### config.mk
export PLATFORM = sky130hd
export DESIGN_NAME = bounded_packet_fifo_with_dedup
export DESIGN_NICKNAME = d
export VERILOG_FILES = /design/src/rtl/core/bpfd_pkg.sv /design/src/rtl/core/bounded_packet_fifo_with_dedup.sv /design/src/rtl/core/bpfd_ram.sv /design/src/rtl/core/bpfd_front.sv /design/src/rtl/core/bpfd_back.sv
export SDC_FILE = /design/constraint.sdc
export NUM_CORES = 2
export LEC_CHECK = 0
export BUFFER_PORTS_ARGS = -buffer_cell sky130_fd_sc_hd__buf_2
export CORE_ASPECT_RATIO = 2
export CORE_MARGIN = 2
export CORE_UTILIZATION = 30
export DETAILED_ROUTE_END_ITERATION = 7
export HOLD_SLACK_MARGIN = 0.12
export SLEW_MARGIN = 10
export SYNTH_ARGS = -nofsm -noshare
export SYNTH_HDL_FRONTEND = slang
export SYNTH_MEMORY_MAX_BITS = 65536
export SYNTH_SLANG_ARGS = --single-unit
### constraint.sdc
create_clock -name clk_i -period 6.8 [get_ports clk_i]
set_clock_uncertainty 0.1 [all_clocks]
set_input_delay 0.68 -clock clk_i [delete_from_list [all_inputs] [get_ports clk_i]]
set_output_delay 0.68 -clock clk_i [all_outputs]
set_load 0.005 [all_outputs]
### src/rtl/core/bpfd_pkg.sv
// Package for the bounded packet FIFO with duplicate filter.
// Holds field widths, action codes, the packet, command and result types, the op enum and the state enum.
// No dependencies.
`default_nettype none

package bpfd_pkg;

  localparam int unsigned QUEUE_DEPTH_DEF = 64;

  localparam int unsigned SRC_W = 16;
  localparam int unsigned DST_W = 16;
  localparam int unsigned TS_W  = 31;
  localparam int unsigned ACT_W = 2;
  localparam int unsigned CAP_W = 7;
  localparam int unsigned MCNT_W = 7;

  localparam logic [CAP_W-1:0]  CAP_RESET = 7'd64;
  localparam logic [MCNT_W-1:0] MCNT_MAX  = 7'h7F;

  // Action codes on the input port
  localparam logic [ACT_W-1:0] ACT_ADD = 2'd0;
  localparam logic [ACT_W-1:0] ACT_FWD = 2'd1;
  localparam logic [ACT_W-1:0] ACT_CNT = 2'd2;

  typedef enum logic [1:0] {
    OP_ADD,
    OP_FWD,
    OP_CNT,
    OP_NOP
  } op_e;

  typedef enum logic {
    B_IDLE,
    B_SCAN
  } back_state_e;

  typedef struct packed {
    logic [SRC_W-1:0] src;
    logic [DST_W-1:0] dst;
    logic [TS_W-1:0]  ts;
  } pkt_t;

  localparam int unsigned PKT_W = $bits(pkt_t);

  typedef struct packed {
    op_e             op;
    pkt_t            pkt;
    logic [TS_W-1:0] lo;
    logic [TS_W-1:0] hi;
  } cmd_t;

  typedef struct packed {
    logic              valid;
    logic              added;
    logic              fwd_valid;
    pkt_t              pkt;
    logic [MCNT_W-1:0] count;
  } res_t;

endpackage

`default_nettype wire

### src/rtl/core/bounded_packet_fifo_with_dedup.sv
// Top level of the bounded packet FIFO with duplicate filter.
// Depends on bpfd_pkg, bpfd_front, bpfd_back (and bpfd_ram through it).
`default_nettype none

// Packet FIFO of up to QueueDepth packets (source, destination, timestamp) with a
// duplicate filter. Issue an item with start while busy is low: action 0 adds a
// packet (refused, added_o = 0, if an identical packet is queued; if the queue is
// at capacity the oldest is dropped first), 1 forwards the oldest packet, 2 counts
// queued packets to a destination with timestamp in [start_time_i, end_time_i],
// saturating at 127. Every item gives exactly one result, shown for one cycle with
// result_valid_o; fields not produced by the action read zero. The result cannot
// be held off, so sample it when the strobe is high. Items go into a two-entry
// command queue, so busy only rises when two items are waiting. Each add and count
// walks the occupied entries of the packet RAM one per cycle; a forward reads only
// the oldest entry, and a forward on an empty queue or an undefined action reads
// none. The back end takes no new item until it has finished the last one. The
// capacity register (reset 64, 0 acts as 1, above QueueDepth acts as QueueDepth) is
// written through the cfg channel, always ready; write it only while no item is in
// flight. Lowering it below the current fill does not trim the queue: each accepted
// add then drops one packet only.
module bounded_packet_fifo_with_dedup
  import bpfd_pkg::*;
#(
  parameter int unsigned QueueDepth = QUEUE_DEPTH_DEF
) (
  input  wire logic              clk_i,
  input  wire logic              rst_ni,
  // command channel
  input  wire logic              start,
  output logic                   busy,
  input  wire logic [ACT_W-1:0]  action_i,
  input  wire logic [SRC_W-1:0]  source_i,
  input  wire logic [DST_W-1:0]  destination_i,
  input  wire logic [TS_W-1:0]   timestamp_i,
  input  wire logic [TS_W-1:0]   start_time_i,
  input  wire logic [TS_W-1:0]   end_time_i,
  // result strobe and fields
  output logic                   result_valid_o,
  output logic                   added_o,
  output logic                   forward_valid_o,
  output logic [SRC_W-1:0]       out_source_o,
  output logic [DST_W-1:0]       out_destination_o,
  output logic [TS_W-1:0]        out_timestamp_o,
  output logic [MCNT_W-1:0]      match_count_o,
  // capacity register write channel
  input  wire logic              cfg_valid_i,
  output logic                   cfg_ready_o,
  input  wire logic [CAP_W-1:0]  cfg_data_i
);

  logic             cmd_valid, cmd_pop;
  cmd_t             cmd;
  res_t             res;
  logic [CAP_W-1:0] capacity_q;

  // capacity register: always writable
  assign cfg_ready_o = 1'b1;

  always_ff @(posedge clk_i or negedge rst_ni) begin
    if (!rst_ni) begin
      capacity_q <= CAP_RESET;
    end else if (cfg_valid_i && cfg_ready_o) begin
      capacity_q <= cfg_data_i;
    end
  end

  bpfd_front u_front (
    .clk_i         (clk_i),
    .rst_ni        (rst_ni),
    .start         (start),
    .busy          (busy),
    .action_i      (action_i),
    .source_i      (source_i),
    .destination_i (destination_i),
    .timestamp_i   (timestamp_i),
    .start_time_i  (start_time_i),
    .end_time_i    (end_time_i),
    .cmd_valid_o   (cmd_valid),
    .cmd_o         (cmd),
    .cmd_pop_i     (cmd_pop)
  );

  bpfd_back #(
    .QueueDepth (QueueDepth)
  ) u_back (
    .clk_i       (clk_i),
    .rst_ni      (rst_ni),
    .cmd_valid_i (cmd_valid),
    .cmd_i       (cmd),
    .cmd_pop_o   (cmd_pop),
    .capacity_i  (capacity_q),
    .res_o       (res)
  );

  // result register lives in the back end; fields are zero between strobes
  assign result_valid_o    = res.valid;
  assign added_o           = res.added;
  assign forward_valid_o   = res.fwd_valid;
  assign out_source_o      = res.pkt.src;
  assign out_destination_o = res.pkt.dst;
  assign out_timestamp_o   = res.pkt.ts;
  assign match_count_o     = res.count;

`ifndef SYNTH
  // one action's field per result
  a_one_kind: assert property (@(posedge clk_i) disable iff (!rst_ni)
    result_valid_o |-> $onehot0({added_o, forward_valid_o, match_count_o != '0}))
    else $error("result carries fields of more than one action");

  // empty or non-forward result carries no packet
  a_pkt_zero: assert property (@(posedge clk_i) disable iff (!rst_ni)
    (result_valid_o && !forward_valid_o) |->
      (out_source_o == '0 && out_destination_o == '0 && out_timestamp_o == '0))
    else $error("packet fields set without a forwarded packet");

  // fields stay quiet without the strobe
  a_quiet: assert property (@(posedge clk_i) disable iff (!rst_ni)
    !result_valid_o |-> (!added_o && !forward_valid_o && match_count_o == '0))
    else $error("result fields active without strobe");

  // back end returns to idle between items, so strobes never repeat back to back
  a_strobe_gap: assert property (@(posedge clk_i) disable iff (!rst_ni)
    result_valid_o |=> !result_valid_o)
    else $error("two results in consecutive cycles");
`endif

endmodule

`default_nettype wire

### src/rtl/core/bpfd_ram.sv
// Generic simple dual-port RAM: one write port, one read port, registered read.
// No dependencies.
`default_nettype none

module bpfd_ram #(
  parameter int unsigned Width = 8,
  parameter int unsigned Depth = 16,
  localparam int unsigned AddrW = (Depth > 1) ? $clog2(Depth) : 1
) (
  input  wire logic             clk_i,
  input  wire logic             we_i,
  input  wire logic [AddrW-1:0] waddr_i,
  input  wire logic [Width-1:0] wdata_i,
  input  wire logic             re_i,
  input  wire logic [AddrW-1:0] raddr_i,
  output logic      [Width-1:0] rdata_o
);

  logic [Width-1:0] mem [Depth];

  always_ff @(posedge clk_i) begin
    if (we_i) begin
      mem[waddr_i] <= wdata_i;
    end
    if (re_i) begin
      rdata_o <= mem[raddr_i];
    end
  end

endmodule

`default_nettype wire

### src/rtl/core/bpfd_front.sv
// Front end: takes items, decodes the action and holds them in a two-entry command queue.
// Depends on bpfd_pkg.
`default_nettype none

module bpfd_front
  import bpfd_pkg::*;
(
  input  wire logic             clk_i,
  input  wire logic             rst_ni,
  input  wire logic             start,
  output logic                  busy,
  input  wire logic [ACT_W-1:0] action_i,
  input  wire logic [SRC_W-1:0] source_i,
  input  wire logic [DST_W-1:0] destination_i,
  input  wire logic [TS_W-1:0]  timestamp_i,
  input  wire logic [TS_W-1:0]  start_time_i,
  input  wire logic [TS_W-1:0]  end_time_i,
  output logic                  cmd_valid_o,
  output cmd_t                  cmd_o,
  input  wire logic             cmd_pop_i
);

  cmd_t       q_q [2];
  logic       wr_ptr_q, rd_ptr_q;
  logic [1:0] cnt_q;
  logic       push;
  cmd_t       cmd_in;

  always_comb begin
    cmd_in.pkt.src = source_i;
    cmd_in.pkt.dst = destination_i;
    cmd_in.pkt.ts  = timestamp_i;
    cmd_in.lo      = start_time_i;
    cmd_in.hi      = end_time_i;
    case (action_i)
      ACT_ADD: cmd_in.op = OP_ADD;
      ACT_FWD: cmd_in.op = OP_FWD;
      ACT_CNT: cmd_in.op = OP_CNT;
      default: cmd_in.op = OP_NOP;
    endcase
  end

  assign busy        = (cnt_q == 2'd2);
  assign push        = start && !busy;
  assign cmd_valid_o = (cnt_q != 2'd0);
  assign cmd_o       = q_q[rd_ptr_q];

  always_ff @(posedge clk_i) begin
    if (push) begin
      q_q[wr_ptr_q] <= cmd_in;
    end
  end

  always_ff @(posedge clk_i or negedge rst_ni) begin
    if (!rst_ni) begin
      wr_ptr_q <= 1'b0;
      rd_ptr_q <= 1'b0;
      cnt_q    <= 2'd0;
    end else begin
      if (push) begin
        wr_ptr_q <= ~wr_ptr_q;
      end
      if (cmd_pop_i) begin
        rd_ptr_q <= ~rd_ptr_q;
      end
      cnt_q <= cnt_q + 2'(push) - 2'(cmd_pop_i);
    end
  end

endmodule

`default_nettype wire

### src/rtl/core/bpfd_back.sv
// Back end: ring buffer in RAM, scan sequencer for duplicate check and range count,
// add/forward bookkeeping and the result register.
// Depends on bpfd_pkg and bpfd_ram.
`default_nettype none

module bpfd_back
  import bpfd_pkg::*;
#(
  parameter int unsigned QueueDepth = QUEUE_DEPTH_DEF,
  localparam int unsigned PtrW = (QueueDepth > 1) ? $clog2(QueueDepth) : 1,
  localparam int unsigned CntW = $clog2(QueueDepth + 1),
  localparam int unsigned CmpW = (CntW > CAP_W) ? CntW : CAP_W
) (
  input  wire logic             clk_i,
  input  wire logic             rst_ni,
  input  wire logic             cmd_valid_i,
  input  cmd_t                  cmd_i,
  output logic                  cmd_pop_o,
  input  wire logic [CAP_W-1:0] capacity_i,
  output res_t                  res_o
);

  back_state_e       state_q, state_d;
  cmd_t              cmd_q;
  logic [PtrW-1:0]   head_q, head_d, tail_q, tail_d, rd_ptr_q, rd_ptr_d;
  logic [CntW-1:0]   occ_q, occ_d, left_q, left_d;
  logic              rv_q, hit_q, hit_d;
  logic [MCNT_W-1:0] cnt_q, cnt_d;
  pkt_t              fwd_q, fwd_d;
  res_t              res_q, res_d;
  logic              rd_en, we, done, full;
  logic [CmpW-1:0]   cap_w, eff_cap;
  logic [PKT_W-1:0]  rdata_raw;
  pkt_t              rdata;

  function automatic logic [PtrW-1:0] nxt(input logic [PtrW-1:0] p);
    return (p == PtrW'(QueueDepth - 1)) ? '0 : p + PtrW'(1);
  endfunction

  bpfd_ram #(
    .Width (PKT_W),
    .Depth (QueueDepth)
  ) u_store (
    .clk_i   (clk_i),
    .we_i    (we),
    .waddr_i (tail_q),
    .wdata_i (cmd_q.pkt),
    .re_i    (rd_en),
    .raddr_i (rd_ptr_q),
    .rdata_o (rdata_raw)
  );

  assign rdata = pkt_t'(rdata_raw);

  // Capacity 0 acts as 1, anything above the depth acts as the depth
  always_comb begin
    cap_w = CmpW'(capacity_i);
    if (cap_w == '0) begin
      eff_cap = CmpW'(1);
    end else if (cap_w > CmpW'(QueueDepth)) begin
      eff_cap = CmpW'(QueueDepth);
    end else begin
      eff_cap = cap_w;
    end
  end

  assign full = (CmpW'(occ_q) >= eff_cap);
  assign done = (state_q == B_SCAN) && (left_q == '0) && !rv_q;

  // Next state
  always_comb begin
    state_d = state_q;
    case (state_q)
      B_IDLE: if (cmd_valid_i) state_d = B_SCAN;
      B_SCAN: if (done) state_d = B_IDLE;
      default: state_d = B_IDLE;
    endcase
  end

  // Datapath and outputs
  always_comb begin
    cmd_pop_o = 1'b0;
    rd_en     = 1'b0;
    we        = 1'b0;
    head_d    = head_q;
    tail_d    = tail_q;
    occ_d     = occ_q;
    rd_ptr_d  = rd_ptr_q;
    left_d    = left_q;
    hit_d     = hit_q;
    cnt_d     = cnt_q;
    fwd_d     = fwd_q;
    res_d     = '0;
    case (state_q)
      B_IDLE: begin
        if (cmd_valid_i) begin
          cmd_pop_o = 1'b1;
          rd_ptr_d  = head_q;
          hit_d     = 1'b0;
          cnt_d     = '0;
          case (cmd_i.op)
            OP_ADD, OP_CNT: left_d = occ_q;
            OP_FWD:         left_d = (occ_q != '0) ? CntW'(1) : '0;
            default:        left_d = '0;
          endcase
        end
      end
      B_SCAN: begin
        rd_en = (left_q != '0);
        if (rd_en) begin
          rd_ptr_d = nxt(rd_ptr_q);
          left_d   = left_q - CntW'(1);
        end
        if (rv_q) begin
          case (cmd_q.op)
            OP_ADD: if (rdata == cmd_q.pkt) hit_d = 1'b1;
            OP_CNT: begin
              if (rdata.dst == cmd_q.pkt.dst && rdata.ts >= cmd_q.lo &&
                  rdata.ts <= cmd_q.hi && cnt_q != MCNT_MAX) begin
                cnt_d = cnt_q + MCNT_W'(1);
              end
            end
            OP_FWD: fwd_d = rdata;
            default: ;
          endcase
        end
        if (done) begin
          res_d.valid = 1'b1;
          case (cmd_q.op)
            OP_ADD: begin
              if (!hit_q) begin
                we          = 1'b1;
                tail_d      = nxt(tail_q);
                res_d.added = 1'b1;
                // at capacity: oldest goes out, count stays
                if (full) begin
                  head_d = nxt(head_q);
                end else begin
                  occ_d = occ_q + CntW'(1);
                end
              end
            end
            OP_FWD: begin
              if (occ_q != '0) begin
                res_d.fwd_valid = 1'b1;
                res_d.pkt       = fwd_q;
                head_d          = nxt(head_q);
                occ_d           = occ_q - CntW'(1);
              end
            end
            OP_CNT:  res_d.count = cnt_q;
            default: ;
          endcase
        end
      end
      default: ;
    endcase
  end

  always_ff @(posedge clk_i) begin
    if (cmd_pop_o) begin
      cmd_q <= cmd_i;
    end
    rd_ptr_q <= rd_ptr_d;
    hit_q    <= hit_d;
    cnt_q    <= cnt_d;
    fwd_q    <= fwd_d;
  end

  always_ff @(posedge clk_i or negedge rst_ni) begin
    if (!rst_ni) begin
      state_q <= B_IDLE;
      head_q  <= '0;
      tail_q  <= '0;
      occ_q   <= '0;
      left_q  <= '0;
      rv_q    <= 1'b0;
      res_q   <= '0;
    end else begin
      state_q <= state_d;
      head_q  <= head_d;
      tail_q  <= tail_d;
      occ_q   <= occ_d;
      left_q  <= left_d;
      rv_q    <= rd_en;
      res_q   <= res_d;
    end
  end

  assign res_o = res_q;

endmodule

`default_nettype wire

==> metrics.txt <==
Post-synth EDFFs 4553; Detail Route Antenna Nets 0; Clock Power Share 0.276; Reg power frac 0.444; die area 0.595 mm²; combinational share of power 0.279; GRT Overall Usage 0.158; root buf cell clkbuf_16; DR vias 81000; 1st-iter DRT viols 8553; Clock Tree Buf Depth 4; Residual DRC 0; initial antenna violation count 57; HPWL after DPL 299000 µm; WL/cell 30.0 µm; min Tclk post-route 5.02 ns; flop-to-flop setup slack 1.78 ns; asr flop ratio synth 0.0240; cell internal pwr 54800 µW; Nets 8184; R2R Path End u_back.u_store.mem[2][44]; CP Launch Type flip-flop; outcome complete, no violations; share of the synthesized area in the top cell type 0.774; CTS tree built; postcts setup bufs 0; Tot Pwr 78900 µW; most used flip-flop cell after synthesis edfxtp_1; Synth area leader edfxtp_1; FMAX 0.199 GHz; Finish-stage setup viols 0; register area share after synthesis 0.790; global route total overflow 0; drt first pass iters 6; # rows 398; Worst-path clk slew 0.07 ns; RSZ-0062 raised after global routing no; Arr. time, crit path 5.55 ns; Buffers on Ports 211; Ports 213; syn avg cell area 24.2 µm²; Tcrit/Tclk final 0.738; post-synthesis register bit count 4665; pwr dens 389 mW/mm²; Syn Nets 7505; share of cells above drive strength 1 0.309; Die Ht 1090 µm; Sw Ratio 0.306; reported net switching power 24100 µW; Crit Path Category flip-flop to flip-flop; r2r startpoint u_back.left_q[0]; top cells by area, synth edfxtp_1, mux4_2, dfrtp_1; Setup crit end kind flip-flop; Clock Sinks 4665; routability cong. 0.831; Final Hold Viols 0; cts bufs inserted 367; Layout area overhead 14.9%; Clk Latency, worst-skew pair 0.95 ns; vias in the first global route 85100; leakage 0.0630 µW; Min-Delay Path Class primary input to async pin; via density per instance 5.04; final WL 483000 µm; Starting Density 0.301; Synth cell types 67; Worst slew margin 0.142; mapped cell area 0.177 mm²; most numerous cell in the Yosys netlist edfxtp_1; Worst-Margin Slew 1.29 ns; cell count after synthesis 7285; setup TNS 0 ns; pin count of the biggest net entering global routing 137; reg2reg path depth 9; Final Max Slew Viols 0; Final Hold Slack 0.216 ns; Crit path required time 7.33 ns; global-route wire length before repair 673000 µm; Yosys warnings 0; die width 547 µm; H-Tree Level Count 5; Core Area 0.587 mm²; CP max FO 19; number of max-cap violations 0; Max VDD drop 0.000343 V; top cells by count, synth edfxtp_1, mux4_2, clkbuf_1
sequential cells by signal, summed over array words and instances (netlist names):
signal and flops:
u_back.left_q 7, u_back.tail_q 6, u_back.fwd_q 63, u_back.state_q 1
u_front.q_q 254, u_back.cmd_q 127, u_back.hit_q 1, u_front.rd_ptr_q 1
u_back.rv_q 1, u_back.u_store.mem 4032, u_back.cnt_q 7, u_back.u_store.rdata_o 63
u_back.head_q 6, u_front.wr_ptr_q 1, u_back.rd_ptr_q 6, u_front.cnt_q 2
u_back.occ_q 7, u_back.res_o 73, capacity_q 7
power groups by stage:
stage	Sequential, µW	Clock (µW)	Combinational [µW]
finish	35100	21800	22100
detailed placement	35700	0	22300
floorplan	35600	0	13600
global route	35100	23100	23100
global placement	35700	0	22100
CTS	35000	22200	22500
repair_timing:
action	CTS	global route
endpoints found under the setup margin	0	0
gates resized for setup	0	0
hold buffers	144	0
hold endpoints to repair	321	0
kinds of logic (layout without fill, tap and decap cells):
logic type / Yosys count / after routing / share of synthesized area
flip-flops: 4665 / 4665 / 0.790
multiplexers: 1403 / 1403 / 0.170
buffers and inverters: 432 / 1416 / 0.0102
AND/OR/NAND/NOR: 382 / 382 / 0.0108
AO/OA/AOI/OAI: 233 / 233 / 0.00921
XOR/XNOR: 87 / 87 / 0.00431
adder cells (fa/ha/maj): 82 / 82 / 0.00585
other: 1 / 13 / 0.0000212
worst max path at each step:
stage	end	startpoint	slack, ns
after floorplan	u_front.q_q[0][0]	start	0.04
after global placement	u_back.cnt_q[5]	u_back.cmd_q[104]	1.24
after detailed placement	u_back.u_store.mem[2][43]	u_back.left_q[0]	1.82
after CTS	u_back.u_store.mem[2][42]	u_back.left_q[0]	1.78
after global routing	u_back.u_store.mem[2][46]	u_back.left_q[0]	1.71
final	u_back.u_store.mem[2][44]	u_back.left_q[0]	1.78
cell type report:
class	count	area (µm²)
Antenna cell	12	30.0
Clock buffer	445	9780
Clock inverter	229	2150
Fill cell	53700	384000
Inverter	77	297
Multi-Input combinational cell	2188	35900
Sequential cell	4665	140000
Tap cell	7800	9760
Timing Repair Buffer	665	5560
placed cells by master, fill, tap and decap left out, types with 74 or more instances in the layout:
master,instances
buf_4,251
clkbuf_16,377
dlygate4sd3_1,144
nand2_1,96
buf_2,210
mux2_2,140
a22oi_1,126
dfrtp_1,110
mux4_2,1260
ha_1,81
edfxtp_1,4553
inv_1,74
stage by stage:
step	std cells	util	setup slack [ns]	instance area, µm²
2_1_floorplan	7285	-	0.0395	177000
3_3_place_gp	15200	0.323	1.24	190000
3_5_place_dp	15300	0.323	1.82	190000
4_1_cts	16100	0.346	1.78	203000
5_1_grt	16100	0.346	1.71	203000
6_report	16100	0.346	1.78	203000
worst max-delay path: stages (launching register included):
cell	delay (ns)
dfrtp_1	0.46
inv_1	0.14
ha_1	0.23
or4b_1	0.62
nor2_2	0.23
nand3b_2	0.21
nor2_1	0.38
nand3b_1	0.81
nor2_4	1.11
buf_4	0.35
metal layers:
layer  vias up  wire [µm]  global-route usage
li1      32400          -                   -
met1     44700     173000               0.182
met2      3249     263000               0.297
met3       708      25700              0.0167
met4        16      21700              0.0666
met5         -        116                   0
Power figures use the tool's default switching activity.
